$ cat src/rtl/arxk_pkg.sv
`default_nettype none
package arxk_pkg;

    typedef enum logic [1:0] {
        REQ_KEY   = 2'd0,
        REQ_GEN   = 2'd1,
        REQ_INTEG = 2'd2,
        REQ_NONE  = 2'd3
    } req_t;

    typedef enum logic [3:0] {
        ST_IDLE,
        ST_KEY_MOD,
        ST_KEY_RD,
        ST_LOAD,
        ST_FIRST,
        ST_ITER,
        ST_FINAL,
        ST_GEN_OUT,
        ST_INT_MOD,
        ST_INT_RD,
        ST_OUT
    } state_t;

    // request into the residue unit
    typedef struct packed {
        logic start;
        logic one_byte;
    } mod_req_t;

    localparam logic [63:0] RESET_WORD = 64'h5555_5555_5555_5555;
    localparam logic [63:0] GEN_SALT   = 64'hDEAD_BEEF_CAFE_BABE;
    localparam logic [5:0]  CROSS_ROT  = 6'd31;
    localparam logic [5:0]  HASH_ROT   = 6'd7;
    localparam int          FOLD_SHIFT = 32;
    localparam logic [3:0]  MOD_STEPS  = 4'd8;

    function automatic logic [63:0] rotl64(input logic [63:0] x, input logic [5:0] r);
        logic [127:0] dbl;
        dbl = {x, x} << r;
        return dbl[127:64];
    endfunction

endpackage
`default_nettype wire

$ cat src/rtl/arx_keystream_generator_unit.sv
`default_nettype none
// Input transfer to m_tvalid: generate runs load, first, one iteration per word, final,
// gen-out and out; key runs key-mod and key-read, then the same pass and out; integrity
// runs int-mod, int-read and out; unused kinds go straight to out. One item at a time; the
// pass walks the ring through one dual-port RAM and one shared add-rotate-xor unit per word.
// Reset (aresetn low, synchronous): every word reads as 0x5555... through per-word
// valid bits, the hash clears to zero, no result is pending. No clearing pass.
module arx_keystream_generator_unit #(
    parameter int STATE_WORDS = 8
) (
    input  wire logic        aclk,
    input  wire logic        aresetn,
    input  wire logic        s_tvalid,
    output logic             s_tready,
    // [7:0] key_char, [13:8] key_index, [77:14] position, [85:78] data_byte
    input  wire logic [87:0] s_tdata,
    // [1:0] req_type
    input  wire logic [1:0]  s_tuser,
    output logic             m_tvalid,
    input  wire logic        m_tready,
    // [7:0] stream_byte, [71:8] integrity_hash
    output logic [71:0]      m_tdata
);

    localparam int AW = $clog2(STATE_WORDS);
    localparam logic [AW:0]   NWORDS = (AW + 1)'(STATE_WORDS);
    localparam logic [AW-1:0] LAST_I = AW'(STATE_WORDS - 1);

    arxk_pkg::state_t state_reg, state_next;
    arxk_pkg::req_t   kind_reg, kind_next;

    logic [AW-1:0]          iter_reg, iter_next;
    logic [63:0]            carry_reg, carry_next;
    logic [63:0]            mixv_reg, mixv_next;
    logic [7:0]             char_reg, char_next;
    logic [2:0]             lane_reg, lane_next;
    logic [7:0]             byte_reg, byte_next;
    logic [7:0]             stream_reg, stream_next;
    logic [63:0]            hash_reg, hash_next;
    logic [7:0]             out_byte_reg, out_byte_next;
    logic [63:0]            out_hash_reg, out_hash_next;
    logic                   out_valid_reg, out_valid_next;
    logic [STATE_WORDS-1:0] valid_reg, valid_next;
    logic                   rd_valid_reg;

    // word RAM
    logic          ram_we;
    logic [AW-1:0] ram_waddr, ram_raddr;
    logic [63:0]   ram_wdata, ram_rdata, rd_word;

    // residue unit
    arxk_pkg::mod_req_t mod_req;
    logic [63:0]        mod_operand;
    logic               mod_done;
    logic [AW-1:0]      mod_res;

    // mixing step
    logic [5:0]  rot_amt;
    logic [63:0] arx_new, arx_carry;

    logic [AW:0]   ahead;
    logic [63:0]   key_mask, gen_word, hash_rot;
    logic          in_xfer;

    arxk_ram #(
        .WIDTH (64),
        .DEPTH (STATE_WORDS)
    ) u_words (
        .aclk  (aclk),
        .we    (ram_we),
        .waddr (ram_waddr),
        .wdata (ram_wdata),
        .raddr (ram_raddr),
        .rdata (ram_rdata)
    );

    arxk_mod_unit #(
        .MODULUS (STATE_WORDS)
    ) u_mod (
        .aclk    (aclk),
        .aresetn (aresetn),
        .req     (mod_req),
        .operand (mod_operand),
        .done    (mod_done),
        .residue (mod_res)
    );

    arxk_arx_unit u_arx (
        .cur_word   (carry_reg),
        .mix_val    (mixv_reg),
        .next_word  (rd_word),
        .rot_amt    (rot_amt),
        .new_word   (arx_new),
        .carry_word (arx_carry)
    );

    // a word never written since reset reads as the reset pattern
    assign rd_word  = rd_valid_reg ? ram_rdata : arxk_pkg::RESET_WORD;
    assign s_tready = (state_reg == arxk_pkg::ST_IDLE);
    assign in_xfer  = s_tvalid && s_tready;
    assign rot_amt  = 6'(iter_reg) + 6'd1;
    assign m_tvalid = out_valid_reg;
    assign m_tdata  = {out_hash_reg, out_byte_reg};

    always_comb begin
        state_next     = state_reg;
        kind_next      = kind_reg;
        iter_next      = iter_reg;
        carry_next     = carry_reg;
        mixv_next      = mixv_reg;
        char_next      = char_reg;
        lane_next      = lane_reg;
        byte_next      = byte_reg;
        stream_next    = stream_reg;
        hash_next      = hash_reg;
        out_byte_next  = out_byte_reg;
        out_hash_next  = out_hash_reg;
        out_valid_next = out_valid_reg && !m_tready;
        valid_next     = valid_reg;

        ram_we      = 1'b0;
        ram_waddr   = '0;
        ram_wdata   = carry_reg;
        ram_raddr   = '0;
        mod_req     = '{start: 1'b0, one_byte: 1'b0};
        mod_operand = s_tdata[77:14];

        ahead    = (AW + 1)'(iter_reg) + (AW + 1)'(2);
        key_mask = {{56{char_reg[7]}}, char_reg} << {lane_reg, 3'b000};
        gen_word = (mod_res == '0) ? carry_reg : rd_word;
        hash_rot = arxk_pkg::rotl64(hash_reg, arxk_pkg::HASH_ROT) ^ {56'd0, byte_reg};

        unique case (state_reg)
            arxk_pkg::ST_IDLE: begin
                if (in_xfer) begin
                    kind_next   = arxk_pkg::req_t'(s_tuser);
                    char_next   = s_tdata[7:0];
                    lane_next   = s_tdata[10:8];
                    byte_next   = s_tdata[85:78];
                    stream_next = '0;
                    mixv_next   = s_tdata[77:14] ^ arxk_pkg::GEN_SALT;
                    unique case (arxk_pkg::req_t'(s_tuser))
                        arxk_pkg::REQ_KEY: begin
                            mod_req     = '{start: 1'b1, one_byte: 1'b1};
                            mod_operand = {58'd0, s_tdata[13:8]};
                            state_next  = arxk_pkg::ST_KEY_MOD;
                        end
                        arxk_pkg::REQ_GEN: begin
                            mod_req    = '{start: 1'b1, one_byte: 1'b0};
                            state_next = arxk_pkg::ST_LOAD;
                        end
                        arxk_pkg::REQ_INTEG: begin
                            mod_req     = '{start: 1'b1, one_byte: 1'b1};
                            mod_operand = {56'd0, s_tdata[85:78]};
                            state_next  = arxk_pkg::ST_INT_MOD;
                        end
                        default: begin
                            state_next = arxk_pkg::ST_OUT;
                        end
                    endcase
                end
            end
            arxk_pkg::ST_KEY_MOD: begin
                ram_raddr = mod_res;
                if (mod_done) begin
                    state_next = arxk_pkg::ST_KEY_RD;
                end
            end
            arxk_pkg::ST_KEY_RD: begin
                // xor the key character in; that word is also the mix value
                ram_we     = 1'b1;
                ram_waddr  = mod_res;
                ram_wdata  = rd_word ^ key_mask;
                mixv_next  = rd_word ^ key_mask;
                valid_next[mod_res] = 1'b1;
                state_next = arxk_pkg::ST_LOAD;
            end
            arxk_pkg::ST_LOAD: begin
                ram_raddr  = '0;
                state_next = arxk_pkg::ST_FIRST;
            end
            arxk_pkg::ST_FIRST: begin
                carry_next = rd_word;
                ram_raddr  = AW'(1);
                iter_next  = '0;
                state_next = arxk_pkg::ST_ITER;
            end
            arxk_pkg::ST_ITER: begin
                // write word i, carry the disturbed next word, prefetch two ahead
                ram_we     = 1'b1;
                ram_waddr  = iter_reg;
                ram_wdata  = arx_new;
                valid_next[iter_reg] = 1'b1;
                carry_next = arx_carry;
                ram_raddr  = (ahead >= NWORDS) ? AW'(ahead - NWORDS) : AW'(ahead);
                iter_next  = iter_reg + AW'(1);
                if (iter_reg == LAST_I) begin
                    state_next = arxk_pkg::ST_FINAL;
                end
            end
            arxk_pkg::ST_FINAL: begin
                // the last step disturbs word 0 once more
                ram_we    = 1'b1;
                ram_waddr = '0;
                ram_wdata = carry_reg;
                ram_raddr = mod_res;
                if (mod_done) begin
                    state_next = (kind_reg == arxk_pkg::REQ_GEN) ? arxk_pkg::ST_GEN_OUT
                                                                 : arxk_pkg::ST_OUT;
                end
            end
            arxk_pkg::ST_GEN_OUT: begin
                // word 0 comes from the carry: the RAM read collided with its write
                stream_next = gen_word[7:0] ^ gen_word[arxk_pkg::FOLD_SHIFT +: 8];
                state_next  = arxk_pkg::ST_OUT;
            end
            arxk_pkg::ST_INT_MOD: begin
                ram_raddr = mod_res;
                if (mod_done) begin
                    state_next = arxk_pkg::ST_INT_RD;
                end
            end
            arxk_pkg::ST_INT_RD: begin
                hash_next  = hash_rot + rd_word;
                state_next = arxk_pkg::ST_OUT;
            end
            arxk_pkg::ST_OUT: begin
                // hold until the output register is free
                if (!out_valid_reg || m_tready) begin
                    out_byte_next  = stream_reg;
                    out_hash_next  = hash_reg;
                    out_valid_next = 1'b1;
                    state_next     = arxk_pkg::ST_IDLE;
                end
            end
            default: begin
                state_next = arxk_pkg::ST_IDLE;
            end
        endcase
    end

    always_ff @(posedge aclk) begin
        if (!aresetn) begin
            state_reg     <= arxk_pkg::ST_IDLE;
            out_valid_reg <= 1'b0;
            valid_reg     <= '0;
            hash_reg      <= '0;
            rd_valid_reg  <= 1'b0;
        end else begin
            state_reg     <= state_next;
            out_valid_reg <= out_valid_next;
            valid_reg     <= valid_next;
            hash_reg      <= hash_next;
            rd_valid_reg  <= valid_reg[ram_raddr];
        end
        kind_reg     <= kind_next;
        iter_reg     <= iter_next;
        carry_reg    <= carry_next;
        mixv_reg     <= mixv_next;
        char_reg     <= char_next;
        lane_reg     <= lane_next;
        byte_reg     <= byte_next;
        stream_reg   <= stream_next;
        out_byte_reg <= out_byte_next;
        out_hash_reg <= out_hash_next;
    end

endmodule
`default_nettype wire

$ cat src/rtl/arxk_ram.sv
`default_nettype none
module arxk_ram #(
    parameter int WIDTH = 64,
    parameter int DEPTH = 8,
    localparam int AW = $clog2(DEPTH)
) (
    input  wire logic             aclk,
    input  wire logic             we,
    input  wire logic [AW-1:0]    waddr,
    input  wire logic [WIDTH-1:0] wdata,
    input  wire logic [AW-1:0]    raddr,
    output logic      [WIDTH-1:0] rdata
);

    logic [WIDTH-1:0] mem [DEPTH];

    always_ff @(posedge aclk) begin
        if (we) begin
            mem[waddr] <= wdata;
        end
        rdata <= mem[raddr];
    end

endmodule
`default_nettype wire

$ cat src/rtl/arxk_mod_unit.sv
`default_nettype none
// Residue of a 64-bit operand, or of its low byte alone, by MODULUS, one byte per cycle, MSB first.
module arxk_mod_unit #(
    parameter int MODULUS = 8,
    localparam int RW = $clog2(MODULUS)
) (
    input  wire logic              aclk,
    input  wire logic              aresetn,
    input  wire arxk_pkg::mod_req_t req,
    input  wire logic [63:0]       operand,
    output logic                   done,
    output logic [RW-1:0]          residue
);

    localparam int SHIFT = 24;
    localparam int TW    = RW + 8;
    localparam int PW    = TW + SHIFT;
    localparam int RECIP = (1 << SHIFT) / MODULUS;

    logic [63:0]   opnd_reg, opnd_next;
    logic [3:0]    cnt_reg, cnt_next;
    logic [RW-1:0] rem_reg, rem_next;

    logic [TW-1:0] t, q, qn, diff, red;
    logic [PW-1:0] prod;

    // reciprocal estimate is low by at most one: one subtract corrects it
    always_comb begin
        t    = {rem_reg, opnd_reg[63:56]};
        prod = PW'(t) * PW'(RECIP);
        q    = TW'(prod >> SHIFT);
        qn   = TW'(q * TW'(MODULUS));
        diff = t - qn;
        red  = (diff >= TW'(MODULUS)) ? diff - TW'(MODULUS) : diff;
    end

    always_comb begin
        opnd_next = opnd_reg;
        cnt_next  = cnt_reg;
        rem_next  = rem_reg;
        if (req.start) begin
            rem_next = '0;
            if (req.one_byte) begin
                opnd_next = {operand[7:0], 56'd0};
                cnt_next  = 4'd1;
            end else begin
                opnd_next = operand;
                cnt_next  = arxk_pkg::MOD_STEPS;
            end
        end else if (cnt_reg != 4'd0) begin
            rem_next  = RW'(red);
            opnd_next = {opnd_reg[55:0], 8'd0};
            cnt_next  = cnt_reg - 4'd1;
        end
    end

    always_ff @(posedge aclk) begin
        if (!aresetn) begin
            cnt_reg <= '0;
        end else begin
            cnt_reg <= cnt_next;
        end
        opnd_reg <= opnd_next;
        rem_reg  <= rem_next;
    end

    assign done    = (cnt_reg == 4'd0);
    assign residue = rem_reg;

endmodule
`default_nettype wire

$ cat src/rtl/arxk_arx_unit.sv
`default_nettype none
// One add-rotate-xor step of the mixing pass.
module arxk_arx_unit (
    input  wire logic [63:0] cur_word,
    input  wire logic [63:0] mix_val,
    input  wire logic [63:0] next_word,
    input  wire logic [5:0]  rot_amt,
    output logic      [63:0] new_word,
    output logic      [63:0] carry_word
);

    logic [63:0] sum;

    always_comb begin
        sum        = cur_word + mix_val;
        new_word   = arxk_pkg::rotl64(sum, rot_amt) ^ next_word;
        carry_word = next_word ^ arxk_pkg::rotl64(new_word, arxk_pkg::CROSS_ROT);
    end

endmodule
`default_nettype wire

$ cat config.mk
export PLATFORM = sky130hd
export DESIGN_NAME = arx_keystream_generator_unit
export DESIGN_NICKNAME = d
export VERILOG_FILES = /design/src/rtl/arxk_pkg.sv /design/src/rtl/arx_keystream_generator_unit.sv /design/src/rtl/arxk_ram.sv /design/src/rtl/arxk_mod_unit.sv /design/src/rtl/arxk_arx_unit.sv
export SDC_FILE = /design/constraint.sdc
export NUM_CORES = 2
export LEC_CHECK = 0
export ABC_CLOCK_PERIOD_IN_PS = 6400
export BUFFER_PORTS_ARGS = -buffer_cell sky130_fd_sc_hd__buf_2
export CORE_MARGIN = 4
export CORE_UTILIZATION = 25
export CTS_CLUSTER_DIAMETER = 50
export DETAILED_ROUTE_END_ITERATION = 6
export PLACE_DENSITY = 0.46
export SYNTH_ARGS = -nofsm -noshare
export SYNTH_HDL_FRONTEND = slang
export SYNTH_SLANG_ARGS = --single-unit
$ cat constraint.sdc
create_clock -name aclk -period 6.4 [get_ports aclk]
set_clock_uncertainty 0.1 [all_clocks]
set_input_delay 0.64 -clock aclk [delete_from_list [all_inputs] [get_ports aclk]]
set_output_delay 0.64 -clock aclk [all_outputs]
set_load 0.01 [all_outputs]
==> Word level (Yosys, flattened, before mapping) <==
Memory sizes are Yosys's and may differ from the RTL's. A register that Yosys moved wholly into a read port is not among the register bits.
Cells that the tools add are included.
{ "totals": {"ff_bits": 381, "mem_bits_rw": 512, "in_bits": 94, "out_inout_bits": 74, "mem_count": 1} }
{ "mem_list": {"columns": ["name", "words", "word_bits", "read_ports", "rd_clocked_by_memory_dff", "write_ports", "line_no", "rtl"], "rows": [
  ["u_words.mem", 8, 64, 1, 1, 1, "arxk_ram.sv:15", "logic [WIDTH-1:0] mem [DEPTH];"]
]} }
{ "op_classes": {"add_sub_neg": 9, "magnitude_cmp": 7, "eq_ne": 20, "shifts": 2, "muxes": 46, "bitwise": 8, "n_reduce_logical": 26} }
{ "op_table": {"columns": ["operator", "n"], "rows": [
  ["$pmux W64 S2", 4],
  ["$mux W64", 7],
  ["$xor A64 B64 Y64", 3],
  ["$add A64 B64 Y64", 2],
  ["$shl A128 B4 Y128", 1],
  ["$shl A64 B6 Y64", 1],
  ["$xor A64 B8 Y64", 1],
  ["$not A46 Y46", 1],
  ["$mux W4", 10],
  ["$mux W40", 1],
  ["$pmux W4 S10", 1],
  ["$pmux W8 S2", 2],
  ["$eq A4 B3 Y1 const B", 4],
  ["$or A8 B8 Y8", 2],
  ["$eq A4 B4 Y1 const B", 3],
  ["$lt A3 B4 Y1 const B", 3],
  ["$pmux W3 S2", 2],
  ["$pmux W4 S3", 1],
  ["$ge A11 B4 Y1 const B", 1],
  ["$sub A11 B11 Y11", 1],
  ["$ne A2 B2 Y1 const B", 5],
  ["$reduce_bool A2 Y1", 5],
  ["$pmux W3 S3", 1],
  ["$eq A4 B2 Y1 const B", 2],
  ["31 further kinds", 54]
]} }

==> Logic depth before layout (Yosys ltp) <==
{ "logic_depth": {"word_depth": 7, "mapped_depth": 20} }

==> Modules after synthesis <==
Synthesis repeated with hierarchy kept, for this count alone.
{ "hier_totals": {"cells_unflattened": 5065, "hier_area_um2": 55104.1} }
{ "modules_own_cells": {"columns": ["module", "instances", "cells_each", "area_per_inst_um2"], "rows": [
  ["arxk_ram", 1, 816, 20547.2],
  ["arx_keystream_generator_unit", 1, 2097, 19396.1],
  ["arxk_arx_unit", 1, 2023, 13780.7],
  ["arxk_mod_unit", 1, 129, 1380.1]
]} }

==> Worst setup path after synthesis <==
No wires, ideal clock.
{ "synth_path": {"path_kind": "register -> register", "from": "register iter_reg[0]", "to": "memory u_words.mem[3][0], enable pin", "arrival_ns": 5.073, "setup_slack_ns": 0.741, "stages_incl_launch_ff": 11, "n_path_buf": 5, "path_cell_list": "edfxtp_1 > clkbuf_1 > clkbuf_1 > clkbuf_1 > clkbuf_1 > clkbuf_1 > nand2_1 > inv_1 > a22oi_1 > o32a_1 > nor2_1"} }
{ "synth_between": {"elab_chain_len": 1} }
{ "synth_lines": {"columns": ["item", "line_no", "rtl"], "rows": [
  ["from (decl)", "arx_keystream_generator_unit.sv:32", "logic [AW-1:0] iter_reg, iter_next;"],
  ["from (signal assigned)", "arx_keystream_generator_unit.sv:257", "iter_reg <= iter_next;"],
  ["$pmux W3 S2", "arx_keystream_generator_unit.sv:133", "unique case (state_reg)"],
  ["to (decl)", "arxk_ram.sv:15", null]
]} }
Every way passes these cells.

==> Worst setup path in the final report <==
{ "layout_path": {"from": "register carry_reg[19]", "to": "memory u_words.mem[0][5], data pin"} }
{ "layout_between": {"elab_chain_len": 4} }
{ "layout_lines": {"columns": ["item", "line_no", "rtl"], "rows": [
  ["from (decl)", "arx_keystream_generator_unit.sv:33", "logic [63:0] carry_reg, carry_next;"],
  ["from (signal assigned)", "arx_keystream_generator_unit.sv:258", "carry_reg <= carry_next;"],
  ["$add A64 B64 Y64", "arxk_arx_unit.sv:15", "sum = cur_word + mix_val;"],
  ["$shl A128 B4 Y128", "arxk_pkg.sv:40", "dbl = {x, x} << r;"],
  ["$xor A64 B64 Y64", "arxk_arx_unit.sv:16", "new_word = arxk_pkg::rotl64(sum, rot_amt) ^ next_word;"],
  ["$pmux W64 S2", "arx_keystream_generator_unit.sv:133", null],
  ["named net ram_wdata[5]", "arx_keystream_generator_unit.sv:49", "logic [63:0] ram_wdata, ram_rdata, rd_word;"]
]} }
The timed path passes the listed nets, and every way through them passes these cells.

==> results.sh <==
export IMPL_cts_resized_gates=0
export IMPL_powerDensity_mw_per_mm2=474.6
export IMPL_ant_nets=0
export IMPL_synth_edff_count=768
export IMPL_top_register="u_words.mem"
export IMPL_syn_num_nets=5190
export IMPL_cts_buffers=114
export IMPL_pre_cts_slack_ps=609.9
export IMPL_netlist_area_mm2=0.04945
export IMPL_maxCapViolations=0
export IMPL_synth_cells=4960
export IMPL_largest_reg_flops=512
export IMPL_synth_seq_cells=917
export IMPL_worstPathArrival_ps=6450
export IMPL_clk_path_buf_depth=3
export IMPL_grt_ovfl_total=0
export IMPL_ys_warn_count=0
export IMPL_io_pins=168
export IMPL_hold_viol=0
export IMPL_post_cts_setup_buffers=0
export IMPL_h_tree_depth=3
export IMPL_hp_class="input pin to flip-flop"
export IMPL_synth_ff_type="edfxtp_1"
export IMPL_mostFrequentLayoutCell="nand2_1"
export IMPL_rows=162
export IMPL_report_final_slew_viol_count=0
export IMPL_layout_common_cells="nand2_1, edfxtp_1, nand3_1"
export IMPL_grt_setup_unrepaired="false"
export IMPL_crit_path_end="u_words.mem[0][5]$_DFFE_PP_"
export IMPL_fmax_mhz=163.8
export IMPL_cts_tree="built"
export IMPL_end_kind="flip-flop"
export IMPL_worstMarginPinSlew_ps=1345
export IMPL_cts_sinks=917
export IMPL_ys_types=96
export IMPL_rr_startpoint="carry_reg[19]$_DFFE_PP_"
export IMPL_synthToLayoutAreaGrowth_pct=16.24
export IMPL_grt_max_degree=127
export IMPL_vias=39650
export IMPL_start_util_pct=25.26
export IMPL_first_pass_iters=7
export IMPL_ff_latch_area_mm2=0.02605
export IMPL_path_class="flip-flop to flip-flop"
export IMPL_crit_family="compound AO/OA/AOI/OAI gates"
export IMPL_timing_rr_end="u_words.mem[0][5]$_DFFE_PP_"
export IMPL_run_status="finished, final reports clean"
export IMPL_drc=0
export IMPL_setup_tns_ps=0
export IMPL_grt_usage_pct=19.57
export IMPL_slowest_delay_ps=710
export IMPL_drtIter0Drc=4027
export IMPL_crit_chain="ha_1, nand4_1, nor3_1, nand3_1, a21oi_1, o31ai_1, a21oi_1, xor2_1, a2111o_1, a22o_1, a221oi_1, buf_4, xnor2_1, nand2_1, o21ai_1"
export IMPL_postRouteWirelength_mm=206.7
export IMPL_required_ps=6740
export IMPL_grt_pass1_vias=37930
export IMPL_rrSetupSlack_ps=300
export IMPL_antenna_found_initial=14
export IMPL_die_area_mm2=0.2050
export IMPL_path_depth=15
export IMPL_slew_headroom_pct=9.908
export IMPL_grt_pass1_wl_mm=290.0
export IMPL_synth_top_area_cell="edfxtp_1"
export IMPL_synth_async_sr_flop_share_pct=0
export IMPL_crit_path_start="carry_reg[19]$_DFFE_PP_"
export IMPL_core_area_mm2=0.1958
export IMPL_setup_viol=0
export IMPL_synth_top_area_share_pct=46.63
export IMPL_ir_worst_vdd_v=0.0002722
export IMPL_syn_area_per_cell_um2=9.971
export IMPL_clkTransAtPathRegs_ps=60
export IMPL_root_buffer="clkbuf_16"
export IMPL_via_per_inst=5.111
export IMPL_fp_dieH_um=452.8
export IMPL_place_gp_congestion=0.9960
export IMPL_dpl_hpwl_mm=151.5
export IMPL_setup_slack_ps=296.4
export IMPL_reg2regPathDepth=15
export IMPL_cp_max_fo=10
export IMPL_post_route_min_period_ps=6104
export IMPL_portBuffers=162
export IMPL_wire_per_inst_um=26.64
export IMPL_leakage_nw=21.21
export IMPL_yosysSeqAreaShare_pct=52.66
export IMPL_drive_above_1_share_pct=11.44
export IMPL_clk_latency_ps=780
export IMPL_cp_slowest_cell="ha_1"
export IMPL_synthTopCellsByArea="edfxtp_1, nand2_1, dfxtp_1"
export IMPL_nets=5263
export IMPL_crit_path_frequent_cell="a21oi_1"
export IMPL_cp_start_kind="flip-flop"
export IMPL_die_x_um=452.8
export IMPL_multi_input_comb_area_mm2=0.02196
export IMPL_fill_cells=20470
export IMPL_critPathBufInv=1
export IMPL_finalCritPeriodShare_pct=95.37
## worst min-delay path: cells and delay by family
kind	cells	cell delay, ps
buf+inv	1	100
simple gates	2	110
## where the power goes
part / leakage [nW] / switching [mW] / total [mW] / internal, mW
Clock: 1.87 / 2.80 / 6.55 / 3.76
Combinational: 11.1 / 8.28 / 12.1 / 3.79
Sequential: 8.23 / 0.714 / 8.66 / 7.95
Total: 21.2 / 11.8 / 27.3 / 15.5
## cells by family (layout without fill, tap and decap cells)
group | after synthesis | count (layout) | share of synthesized area [%]
muxes | 162 | 162 | 3.909
adders and majority gates | 136 | 136 | 3.471
and+or+nand+nor | 1937 | 1937 | 17.17
DFF | 917 | 917 | 52.66
xor gates and xnor gates | 306 | 306 | 5.465
AOI/OAI and AO/OA | 1079 | 1079 | 14.02
other | 0 | 3 | 0
buffers and inverters | 423 | 595 | 3.302
## synthesized netlist by cell type (15+ instances only)
master	count
mux2i_1	105
nand4_1	47
mux4_2	20
a21oi_1	358
nor2b_1	22
a22oi_1	23
o31ai_1	19
nand2b_1	48
o21bai_1	27
ha_1	134
a221oi_1	18
nand2_1	1021
buf_1	38
o22ai_1	15
clkbuf_1	278
o211ai_1	36
xnor2_1	198
nor2_1	246
a31oi_1	23
nor3_1	50
mux2_2	35
o21ai_0	196
inv_1	86
edfxtp_1	768
a22o_1	27
o21a_1	17
a21o_1	90
o21ai_1	47
a211oi_1	42
a221o_1	19
xor2_1	105
and2_1	22
and3_1	24
nand3_1	394
or3_1	17
dfxtp_1	149
## worst min path at each step
stage | slack [ps] | start | to | cells past startpoint
final | 70 | s_tdata[75] | mixv_reg[61]$_DFFE_PP_ | 3
after global routing | 40 | s_tdata[75] | mixv_reg[61]$_DFFE_PP_ | 3
after CTS | 10 | s_tdata[75] | mixv_reg[61]$_DFFE_PP_ | 3
after detailed placement | 310 | stream_reg[1]$_SDFFCE_PN0P_ | out_byte_reg[1]$_DFFE_PP_ | 0
after global placement | 310 | stream_reg[0]$_SDFFCE_PN0P_ | out_byte_reg[0]$_DFFE_PP_ | 0
after floorplan | 300 | stream_reg[0]$_SDFFCE_PN0P_ | out_byte_reg[0]$_DFFE_PP_ | 0
## per-stage QoR
step	cell area, um2	util (%)	hold WS (ps)	instances	total power, mW
finish	57490	29.36	71.69	7759	27.29
CTS	57480	29.36	13.76	7756	27.23
floorplan	49450	-	300.3	4960	15.91
global route	57480	29.36	41.53	7757	28.56
detailed placement	53420	27.28	308.0	7522	20.57
global placement	53420	27.28	309.5	7522	20.59
## routing by layer
metal  track usage (%)  up-vias  part of all wire, %
met5                 0        -                0.023
met4             10.27        6                  6.0
met3             2.740      342                  6.0
met2             30.74     1490                   45
met1             26.18    19690                   43
li1                  -    18130                    -
## final cells by class
| class | count | share of cell area, % |
|---|---|---|
| Clock inverter | 75 | 1.478 |
| Sequential cell | 917 | 45.31 |
| Tap cell | 2624 | 5.711 |
| Inverter | 88 | 0.5768 |
| Timing Repair Buffer | 292 | 3.452 |
| Antenna cell | 3 | 0.01306 |
| Clock buffer | 140 | 5.254 |
| Multi-Input combinational cell | 3620 | 38.20 |
## what timing repair did
item | CTS | global route
endpoints found under the setup margin | 0 | 0
hold endpoints to repair | 19 | 0
hold buffers | 19 | 0
(Power assumes the default switching activity.)
